===== config.mk =====
export PLATFORM = sky130hd
export DESIGN_NAME = trial_division_prime_generator
export DESIGN_NICKNAME = d
export VERILOG_FILES = /design/src/rtl/tdpg_pkg.sv /design/src/rtl/tdpg_table.sv /design/src/rtl/tdpg_rem.sv /design/src/rtl/trial_division_prime_generator.sv
export SDC_FILE = /design/constraint.sdc
export NUM_CORES = 2
export LEC_CHECK = 0
export BUFFER_PORTS_ARGS = -buffer_cell sky130_fd_sc_hd__buf_2
export CORE_ASPECT_RATIO = 1.75
export CORE_MARGIN = 5
export CORE_UTILIZATION = 40
export DETAILED_ROUTE_END_ITERATION = 7
export PLACE_DENSITY_LB_ADDON = 0.12
export SLEW_MARGIN = 15
export SYNTH_ARGS = -nofsm -noshare
export SYNTH_HDL_FRONTEND = slang
export SYNTH_HIERARCHICAL = 1
export SYNTH_SLANG_ARGS = --single-unit

===== constraint.sdc =====
create_clock -name clk -period 13.35 [get_ports clk]
set_input_delay 0.6675 -clock clk [delete_from_list [all_inputs] [get_ports clk]]
set_output_delay 0.6675 -clock clk [all_outputs]
set_load 0.005 [all_outputs]

===== src/rtl/tdpg_pkg.sv =====
// Package for the trial-division prime generator: field widths, fixed constants,
// the sequencer state type and a divide-by-ten helper.
// No dependencies; imported by every module under rtl.
`default_nettype none

package tdpg_pkg;

    localparam int VALUE_W = 10;
    localparam int INDEX_W = 8;
    localparam int DIGIT_W = 7;
    localparam int STEP_W  = $clog2(VALUE_W + 1);

    localparam logic [VALUE_W-1:0] VALUE_MAX   = 10'd1023;
    localparam logic [VALUE_W-1:0] FIRST_PRIME = 10'd2;
    localparam logic [VALUE_W-1:0] FIRST_ODD   = 10'd3;
    localparam logic [VALUE_W-1:0] TWO_DIGIT   = 10'd10;
    localparam logic [VALUE_W-1:0] THREE_DIGIT = 10'd100;
    localparam logic [VALUE_W-1:0] FOUR_DIGIT  = 10'd1000;
    localparam logic [INDEX_W-1:0] LIMIT_RESET = 8'd100;

    typedef enum logic [2:0] {
        ST_IDLE,
        ST_READ,
        ST_SQUARE,
        ST_CHECK,
        ST_DIVIDE,
        ST_FOUND,
        ST_FLAG,
        ST_DONE
    } state_t;

    // x / 10 for x below 1029: multiply by 205, drop 11 bits
    function automatic logic [DIGIT_W-1:0] div10(input logic [VALUE_W-1:0] x);
        logic [VALUE_W+7:0] prod;
        prod = {8'd0, x} * 18'd205;
        return prod[17:11];
    endfunction

endpackage

`default_nettype wire


===== src/rtl/tdpg_table.sv =====
// Prime table: single-port-write, single-port-read memory, read data registered.
// Depends on tdpg_pkg for the entry width.
`default_nettype none

module tdpg_table #(
    parameter int DEPTH = 128,
    localparam int AW = $clog2(DEPTH)
) (
    input  wire logic                         clk,
    input  wire logic                         we,
    input  wire logic [AW-1:0]                waddr,
    input  wire logic [tdpg_pkg::VALUE_W-1:0] wdata,
    input  wire logic [AW-1:0]                raddr,
    output logic      [tdpg_pkg::VALUE_W-1:0] rdata
);
    import tdpg_pkg::*;

    logic [VALUE_W-1:0] mem [DEPTH];
    logic [VALUE_W-1:0] rdata_reg;

    always_ff @(posedge clk)
    begin
        if (we)
        begin
            mem[waddr] <= wdata;
        end
        rdata_reg <= mem[raddr];
    end

    assign rdata = rdata_reg;

endmodule

`default_nettype wire


===== src/rtl/tdpg_rem.sv =====
// Restoring remainder unit: one dividend bit per cycle, done pulses after VALUE_W steps.
// Depends on tdpg_pkg for widths.
`default_nettype none

module tdpg_rem (
    input  wire logic                         clk,
    input  wire logic                         rst_n,
    input  wire logic                         start,
    input  wire logic [tdpg_pkg::VALUE_W-1:0] dividend,
    input  wire logic [tdpg_pkg::VALUE_W-1:0] divisor,
    output logic                              done,
    output logic      [tdpg_pkg::VALUE_W-1:0] remainder
);
    import tdpg_pkg::*;

    logic               busy_reg, busy_next;
    logic               done_reg, done_next;
    logic [STEP_W-1:0]  cnt_reg, cnt_next;
    logic [VALUE_W-1:0] rem_reg, rem_next;
    logic [VALUE_W-1:0] sh_reg, sh_next;
    logic [VALUE_W-1:0] dvs_reg, dvs_next;
    logic [VALUE_W:0]   trial;

    always_ff @(posedge clk or negedge rst_n)
    begin
        if (!rst_n)
        begin
            busy_reg <= 1'b0;
            done_reg <= 1'b0;
            cnt_reg  <= '0;
        end
        else
        begin
            busy_reg <= busy_next;
            done_reg <= done_next;
            cnt_reg  <= cnt_next;
        end
    end

    always_ff @(posedge clk)
    begin
        rem_reg <= rem_next;
        sh_reg  <= sh_next;
        dvs_reg <= dvs_next;
    end

    always_comb
    begin
        busy_next = busy_reg;
        done_next = 1'b0;
        cnt_next  = cnt_reg;
        rem_next  = rem_reg;
        sh_next   = sh_reg;
        dvs_next  = dvs_reg;
        trial     = {rem_reg, sh_reg[VALUE_W-1]};
        if (start)
        begin
            busy_next = 1'b1;
            cnt_next  = STEP_W'(VALUE_W);
            rem_next  = '0;
            sh_next   = dividend;
            dvs_next  = divisor;
        end
        else if (busy_reg)
        begin
            // shift in the next dividend bit, subtract when it fits
            if (trial >= {1'b0, dvs_reg})
            begin
                rem_next = VALUE_W'(trial - {1'b0, dvs_reg});
            end
            else
            begin
                rem_next = trial[VALUE_W-1:0];
            end
            sh_next  = {sh_reg[VALUE_W-2:0], 1'b0};
            cnt_next = cnt_reg - STEP_W'(1);
            if (cnt_reg == STEP_W'(1))
            begin
                busy_next = 1'b0;
                done_next = 1'b1;
            end
        end
    end

    assign done      = done_reg;
    assign remainder = rem_reg;

endmodule

`default_nettype wire


===== src/rtl/trial_division_prime_generator.sv =====
// Trial-division prime generator, top level.
// Depends on tdpg_pkg, tdpg_table (prime memory) and tdpg_rem (remainder unit).
//
// Input channel (in_valid/in_ready, field restart): one request per transaction.
// restart=1 clears the prime count and candidate and answers with an all-zero result;
// restart=0 asks for the next prime: 2 first, then odd candidates tested against the
// stored primes in ascending order until a stored prime's square exceeds the candidate.
// Output channel (out_valid/out_ready): one transaction per request with prime_value,
// prime_index (one-based), leading_digits_rising and exhausted. Once
// min(count_limit, PRIME_COUNT) primes are out, or no prime is left below 1024,
// answers carry exhausted=1 with zero value and index. Write count_limit through
// cfg_we/cfg_wdata only while no request is in flight.
// Timing: one request at a time. Restart and limit-exhausted answers go from ST_IDLE
// through ST_DONE into the output register; the prime 2 goes through ST_FOUND, ST_FLAG
// and ST_DONE. Each trial division steps through the table read, square, compare and
// the remainder unit, so a request's time grows with the trial divisions over all
// candidates tried. An output register parts the channels: a new request is
// accepted while a result waits; a finished result holds until the output frees up.
// Reset: count_limit returns to 100, prime count to 0, candidate to 3; the prime table
// keeps stale contents, which are never read before being rewritten.
`default_nettype none

module trial_division_prime_generator #(
    parameter int PRIME_COUNT = 128
) (
    input  wire logic                         clk,
    input  wire logic                         rst_n,
    input  wire logic                         cfg_we,
    input  wire logic [tdpg_pkg::INDEX_W-1:0] cfg_wdata,
    input  wire logic                         in_valid,
    output logic                              in_ready,
    input  wire logic                         restart,
    output logic                              out_valid,
    input  wire logic                         out_ready,
    output logic      [tdpg_pkg::VALUE_W-1:0] prime_value,
    output logic      [tdpg_pkg::INDEX_W-1:0] prime_index,
    output logic                              leading_digits_rising,
    output logic                              exhausted
);
    import tdpg_pkg::*;

    localparam int AW   = $clog2(PRIME_COUNT);
    localparam int CMPW = $clog2(PRIME_COUNT + 1) + INDEX_W;

    state_t state_reg, state_next;

    // architectural state outside the table
    logic [INDEX_W-1:0] count_limit_reg;
    logic [INDEX_W-1:0] primes_found_reg, primes_found_next;
    logic [VALUE_W-1:0] next_cand_reg, next_cand_next;

    // search datapath
    logic [VALUE_W-1:0]   cand_reg, cand_next;
    logic [INDEX_W-1:0]   idx_reg, idx_next;
    logic [VALUE_W-1:0]   p_reg, p_next;
    logic [2*VALUE_W-1:0] sq_reg, sq_next;
    logic [DIGIT_W-1:0]   lead_reg, lead_next;

    // pending result
    logic [VALUE_W-1:0] res_value_reg, res_value_next;
    logic [INDEX_W-1:0] res_index_reg, res_index_next;
    logic               res_flag_reg, res_flag_next;
    logic               res_exh_reg, res_exh_next;

    // output register
    logic               out_valid_reg, out_valid_next;
    logic [VALUE_W-1:0] out_value_reg, out_value_next;
    logic [INDEX_W-1:0] out_index_reg, out_index_next;
    logic               out_flag_reg, out_flag_next;
    logic               out_exh_reg, out_exh_next;

    logic               mem_we;
    logic [AW-1:0]      mem_waddr;
    logic [AW-1:0]      mem_raddr;
    logic [VALUE_W-1:0] mem_rdata;
    logic               rem_start;
    logic               rem_done;
    logic [VALUE_W-1:0] rem_value;

    logic [INDEX_W-1:0] limit_eff;
    logic [VALUE_W:0]   cand_plus2;
    logic [VALUE_W:0]   res_plus2;
    logic [DIGIT_W-1:0] lead_div;
    logic [DIGIT_W-1:0] tens_full;
    logic [3:0]         tens;
    logic [3:0]         ones;

    tdpg_table #(
        .DEPTH (PRIME_COUNT)
    ) u_table (
        .clk   (clk),
        .we    (mem_we),
        .waddr (mem_waddr),
        .wdata (res_value_reg),
        .raddr (mem_raddr),
        .rdata (mem_rdata)
    );

    tdpg_rem u_rem (
        .clk       (clk),
        .rst_n     (rst_n),
        .start     (rem_start),
        .dividend  (cand_reg),
        .divisor   (p_reg),
        .done      (rem_done),
        .remainder (rem_value)
    );

    // effective limit: the smaller of count_limit and the table depth
    assign limit_eff = ({{(CMPW-INDEX_W){1'b0}}, count_limit_reg} > CMPW'(PRIME_COUNT))
                     ? INDEX_W'(PRIME_COUNT) : count_limit_reg;

    assign cand_plus2 = {1'b0, cand_reg} + (VALUE_W+1)'(2);
    assign res_plus2  = {1'b0, res_value_reg} + (VALUE_W+1)'(2);
    assign lead_div   = div10(res_value_reg);
    assign tens_full  = div10({{(VALUE_W-DIGIT_W){1'b0}}, lead_reg});
    assign tens       = tens_full[3:0];
    assign ones       = 4'(lead_reg - DIGIT_W'({3'd0, tens} * 7'd10));

    assign mem_raddr = AW'(idx_reg);
    assign mem_waddr = AW'(primes_found_reg);
    assign in_ready  = (state_reg == ST_IDLE);

    always_ff @(posedge clk or negedge rst_n)
    begin
        if (!rst_n)
        begin
            state_reg        <= ST_IDLE;
            count_limit_reg  <= LIMIT_RESET;
            primes_found_reg <= '0;
            next_cand_reg    <= FIRST_ODD;
            out_valid_reg    <= 1'b0;
        end
        else
        begin
            state_reg        <= state_next;
            primes_found_reg <= primes_found_next;
            next_cand_reg    <= next_cand_next;
            out_valid_reg    <= out_valid_next;
            if (cfg_we)
            begin
                count_limit_reg <= cfg_wdata;
            end
        end
    end

    always_ff @(posedge clk)
    begin
        cand_reg      <= cand_next;
        idx_reg       <= idx_next;
        p_reg         <= p_next;
        sq_reg        <= sq_next;
        lead_reg      <= lead_next;
        res_value_reg <= res_value_next;
        res_index_reg <= res_index_next;
        res_flag_reg  <= res_flag_next;
        res_exh_reg   <= res_exh_next;
        out_value_reg <= out_value_next;
        out_index_reg <= out_index_next;
        out_flag_reg  <= out_flag_next;
        out_exh_reg   <= out_exh_next;
    end

    always_comb
    begin
        state_next        = state_reg;
        primes_found_next = primes_found_reg;
        next_cand_next    = next_cand_reg;
        cand_next         = cand_reg;
        idx_next          = idx_reg;
        p_next            = p_reg;
        sq_next           = sq_reg;
        lead_next         = lead_reg;
        res_value_next    = res_value_reg;
        res_index_next    = res_index_reg;
        res_flag_next     = res_flag_reg;
        res_exh_next      = res_exh_reg;
        out_valid_next    = out_valid_reg && !out_ready;
        out_value_next    = out_value_reg;
        out_index_next    = out_index_reg;
        out_flag_next     = out_flag_reg;
        out_exh_next      = out_exh_reg;
        mem_we            = 1'b0;
        rem_start         = 1'b0;

        unique case (state_reg)
            ST_IDLE:
            begin
                if (in_valid)
                begin
                    res_value_next = '0;
                    res_index_next = '0;
                    res_flag_next  = 1'b0;
                    res_exh_next   = 1'b0;
                    if (restart)
                    begin
                        primes_found_next = '0;
                        next_cand_next    = FIRST_ODD;
                        state_next        = ST_DONE;
                    end
                    else if (primes_found_reg >= limit_eff)
                    begin
                        res_exh_next = 1'b1;
                        state_next   = ST_DONE;
                    end
                    else if (primes_found_reg == '0)
                    begin
                        res_value_next = FIRST_PRIME;
                        state_next     = ST_FOUND;
                    end
                    else
                    begin
                        cand_next  = next_cand_reg;
                        idx_next   = '0;
                        state_next = ST_READ;
                    end
                end
            end
            ST_READ:
            begin
                // table address is idx_reg; data lands next cycle
                state_next = ST_SQUARE;
            end
            ST_SQUARE:
            begin
                p_next     = mem_rdata;
                sq_next    = mem_rdata * mem_rdata;
                state_next = ST_CHECK;
            end
            ST_CHECK:
            begin
                if (p_reg < FIRST_PRIME || sq_reg > {{VALUE_W{1'b0}}, cand_reg})
                begin
                    res_value_next = cand_reg;
                    state_next     = ST_FOUND;
                end
                else
                begin
                    rem_start  = 1'b1;
                    state_next = ST_DIVIDE;
                end
            end
            ST_DIVIDE:
            begin
                if (rem_done)
                begin
                    if (rem_value == '0)
                    begin
                        // composite: advance to the next odd candidate or give up
                        if (cand_plus2 > {1'b0, VALUE_MAX})
                        begin
                            next_cand_next = VALUE_MAX;
                            res_exh_next   = 1'b1;
                            state_next     = ST_DONE;
                        end
                        else
                        begin
                            cand_next  = cand_plus2[VALUE_W-1:0];
                            idx_next   = '0;
                            state_next = ST_READ;
                        end
                    end
                    else if (idx_reg + INDEX_W'(1) == primes_found_reg)
                    begin
                        res_value_next = cand_reg;
                        state_next     = ST_FOUND;
                    end
                    else
                    begin
                        idx_next   = idx_reg + INDEX_W'(1);
                        state_next = ST_READ;
                    end
                end
            end
            ST_FOUND:
            begin
                // store the prime; reads of this entry only happen in later requests
                mem_we            = 1'b1;
                primes_found_next = primes_found_reg + INDEX_W'(1);
                res_index_next    = primes_found_reg + INDEX_W'(1);
                if (res_value_reg != FIRST_PRIME)
                begin
                    next_cand_next = (res_plus2 > {1'b0, VALUE_MAX})
                                   ? VALUE_MAX : res_plus2[VALUE_W-1:0];
                end
                // reduce to the two leading digits
                if (res_value_reg < THREE_DIGIT)
                begin
                    lead_next = res_value_reg[DIGIT_W-1:0];
                end
                else if (res_value_reg >= FOUR_DIGIT)
                begin
                    lead_next = DIGIT_W'(10);
                end
                else
                begin
                    lead_next = lead_div;
                end
                state_next = ST_FLAG;
            end
            ST_FLAG:
            begin
                res_flag_next = (res_value_reg >= TWO_DIGIT) && (ones > tens);
                state_next    = ST_DONE;
            end
            ST_DONE:
            begin
                // hold the result until the output register is free
                if (!out_valid_reg || out_ready)
                begin
                    out_valid_next = 1'b1;
                    out_value_next = res_value_reg;
                    out_index_next = res_index_reg;
                    out_flag_next  = res_flag_reg;
                    out_exh_next   = res_exh_reg;
                    state_next     = ST_IDLE;
                end
            end
            default:
            begin
                state_next = ST_IDLE;
            end
        endcase
    end

    assign out_valid             = out_valid_reg;
    assign prime_value           = out_value_reg;
    assign prime_index           = out_index_reg;
    assign leading_digits_rising = out_flag_reg;
    assign exhausted             = out_exh_reg;

    // an exhausted answer never carries a prime
    a_exh_empty: assert property (@(posedge clk) disable iff (!rst_n)
        out_valid && exhausted |-> prime_value == '0 && prime_index == '0)
        else $error("exhausted result carries a prime");

    // candidates stay odd
    a_cand_odd: assert property (@(posedge clk) disable iff (!rst_n)
        next_cand_reg[0] == 1'b1)
        else $error("next candidate is even");

    // each stored prime bumps the count by exactly one
    a_found_count: assert property (@(posedge clk) disable iff (!rst_n)
        state_reg == ST_FOUND |=> primes_found_reg == $past(primes_found_reg) + INDEX_W'(1))
        else $error("prime count did not advance");

    // a numbered result is 2 or odd
    a_prime_odd: assert property (@(posedge clk) disable iff (!rst_n)
        out_valid && prime_index != '0 |-> prime_value[0] || prime_value == FIRST_PRIME)
        else $error("even value reported as prime");

endmodule

`default_nettype wire


==> results.toml <==
[sta]
setup_viol = 0
worstMarginPinSlew_ns = 1.30
hold_viol = 0
slew_viol_final = 0
skew_ns = 0.0515
finalWorstPathRequiredPeriod_ns = 5.29
rsz0062_at_grt = "false"
max_slew_margin_pct = 13.1
max_freq_mhz = 189
fin_setup_tns_ns = 0
fin_crit_sh_pct = 39.6

[global_route]
grt-ovfl-total = 0
grt_use_met2_pct = 37.3
grt_pass1_wl_um = 232000
grt_max_degree = 153
antenna_found_initial = 3
grt_pass1_vias = 33000
grt-busiest-layer = "met2"
met3_usage_pct = 2.10
globalRouteMet1Util_pct = 21.9
gr-usage-all-layers_pct = 19.4

[logic_synthesis]
synth_top_area_share_pct = 67.0
syn_avg_cell_area_um2 = 19.2
yosysWarnings = 6
synth_area_mm2 = 0.0624
synth_edf_count = 1393
yosysTopAreaCell = "edfxtp_1"
async_flop_share_pct = 2.48
syn_inst = 3244
ys.flop_type = "edfxtp_1"
synth-seq-cells = 1449
synth.distinct_cells = 80
synth_area_leaders = "edfxtp_1, mux4_2, ha_1, fa_1, dfrtp_1"
yosysSeqAreaShare_pct = 69.1
syn_nets = 3519

[setup_path]
endpoint = "sq_reg[18]"
crit_path_end_kind = "flip-flop"
cp_top_family = "adder cells"
timing.rr.end = "sq_reg[18]"
slowest_stage = "dfxtp_1"
crit_chain = "nand2_1, inv_1, fa_1, fa_1, inv_1, fa_1, inv_1, fa_1, inv_1, fa_1, inv_1, ha_1, o21a_1, o21ai_0, a21oi_1, o21ai_0, o21ai_0, o41ai_1, xnor2_1"
path_depth = 19
cpPeakStageDelay_ns = 0.59
cp_max_fo = 14
cp-start-kind = "flip-flop"
r2r_setup_slack_ns = 8.06
path_buf_inv = 5
critical_path_class = "flip-flop to flip-flop"
reg2reg_from = "u_table/rdata[1]"
required_ns = 13.84
r2r_cells = 19
arrival_ns = 5.78
crit_start = "u_table/rdata[1]"

[placed_design]
postPlaceCellArea_mm2 = 0.0651
gp_congestion = 0.888
io_buffer_count = 35
dp.final_hpwl_um = 103000

[route]
drc = 0
first_pass_iters = 5
ant_nets = 0
wl_per_cell_um = 29.1
vias = 30700
viasPerCell = 5.61
wl_um = 160000
drtIter0Drc = 2306

[final_layout]
stdcell_area_mm2 = 0.0697
layout-drive-gt1-share_pct = 23.3
largest_reg_flops = 1280
areaGrowthSynthToFinish_pct = 11.6
nets = 3626

[clock_tree]
post_cts.repair.setup_buffers = 0
cts.sinks = 1449
post_cts_resized = 0
tritoncts = "yes"
htreeDepth = 4
cts_buffers = 142
cts_root_buf = "clkbuf_16"
cts_max_path_buffers = 4
cts_hold_buf = 0
clock_latency_ns = 0.78
clkTransAtPathRegs_ns = 0.06

[flow_run]
max-cap-violations = 0

[floorplan]
dieWidth_um = 309
initial_core_util_pct = 40.2
die_h_um = 533
coreArea_mm2 = 0.155
io-pin-count = 36
die_area_mm2 = 0.164
rows = 191

[power_and_ir_drop]
power_frac_clock_pct = 26.3
switching_power_mw = 5.05
p_seq_share_pct = 37.3
total_power_mw = 15.2
vdd_drop_max_mv = 0.293
power.share.combinational_pct = 36.4
intPower_mw = 10.1
leakage_nw = 23.2
switching_share_pct = 33.3
power_density_mw_per_mm2 = 218

[status]
status = "finished, final reports clean"

[min_path]
hold_path_class = "input port to asynchronous set/reset pin"
==> kinds of logic after synthesis <==
logic type	share of synthesized area (%)
adder cells (fa/ha/maj)	6.11
AND/OR/NAND/NOR	3.68
multiplexers	16.0
buffers and inverters	2.07
XOR/XNOR	1.11
AO/OA/AOI/OAI	1.94
flip-flops	69.1
==> placed cells by master, fill, tap and decap left out, types with 20 or more instances in the layout <==
cell type	n
mux2_2	38
nand3_1	40
and2_1	45
mux4_2	420
buf_2	35
dfxtp_1	20
nand2_1	99
nor3_1	23
clkbuf_16	145
fa_1	73
clkinv_1	21
a21oi_1	46
xor2_1	23
xnor2_1	56
clkinv_2	20
inv_1	185
edfxtp_1	1393
ha_1	188
clkbuf_1	26
nor2_1	173
buf_4	63
dfrtp_1	31
o21ai_0	37
==> worst min-delay path by stage <==
stage                          start            endpoint  cells after the start
finish                         rst_n    next_cand_reg[4]                      1
global placement         res_exh_reg           exhausted                      0
detailed placement  res_index_reg[4]      prime_index[4]                      0
floorplan                      rst_n  count_limit_reg[0]                      0
global route                   rst_n    next_cand_reg[4]                      1
CTS                            rst_n    next_cand_reg[4]                      1
==> layout make-up <==
cell class              count  area, um2
diodes                      6       15.0
clock buffers             171       3730
clock inverters            70        808
fillers                 13200      85400
inverters                 187        702
multi-input cells        1471      18000
flip-flops and latches   1449      43100
well taps                2026       2530
repair buffers            100        688
==> stage by stage <==
| stage | hold slack, ns | setup slack, ns | utilization, % | cells |
|---|---|---|---|---|
| after floorplan | 0.372 | 7.46 | - | 3244 |
| after global placement | 0.406 | 7.93 | 42.0 | 5233 |
| after detailed placement | 0.409 | 8.02 | 42.0 | 5233 |
| after CTS | 0.0129 | 8.01 | 44.9 | 5474 |
| after global routing | 0.0856 | 7.65 | 44.9 | 5476 |
| final | 0.0306 | 8.06 | 44.9 | 5480 |
==> synthesized netlist by cell type, drive strengths merged, types with 7 or more instances <==
library cell	instances
mux2	39
clkbuf	93
nor2b	14
nor2	189
mux4	420
and2	45
nand2	99
and3	9
a21oi	49
o21ai	42
nor3	25
a211oi	10
dfrtp	31
mux2i	7
a21o	19
ha	188
nand3	45
edfxtp	1393
xnor2	56
buf	44
dfxtp	20
nor4	9
nand2b	15
xor2	23
inv	186
nand4	12
fa	73
==> power by group through the flow <==
stage	combinational (mW)	sequential [mW]	clock, mW
after global routing	6.25	5.68	4.27
after global placement	5.50	5.75	0
after CTS	5.64	5.67	4.10
after floorplan	3.95	5.80	0
after detailed placement	5.60	5.76	0
final	5.52	5.66	3.99
==> worst reg2reg max path, cell delays in order (launching register included) <==
cell     delay (ns)
dfxtp_1        0.59
nand2_1        0.18
inv_1          0.11
fa_1           0.43
fa_1           0.52
inv_1          0.06
fa_1           0.54
inv_1          0.05
fa_1           0.47
inv_1          0.05
fa_1           0.50
inv_1          0.04
ha_1           0.31
o21a_1         0.21
o21ai_0        0.16
a21oi_1        0.11
o21ai_0        0.10
o21ai_0        0.15
o41ai_1        0.33
xnor2_1        0.11
==> layer usage <==
metal / up-vias / share of wire, % / wire length, um
met5: - / 0 / 0
met2: 751 / 57 / 91100
li1: 13100 / - / -
met4: 0 / 3.9 / 6180
met3: 263 / 3.4 / 5360
met1: 16600 / 36 / 57000
Power figures use the tool's default switching activity.
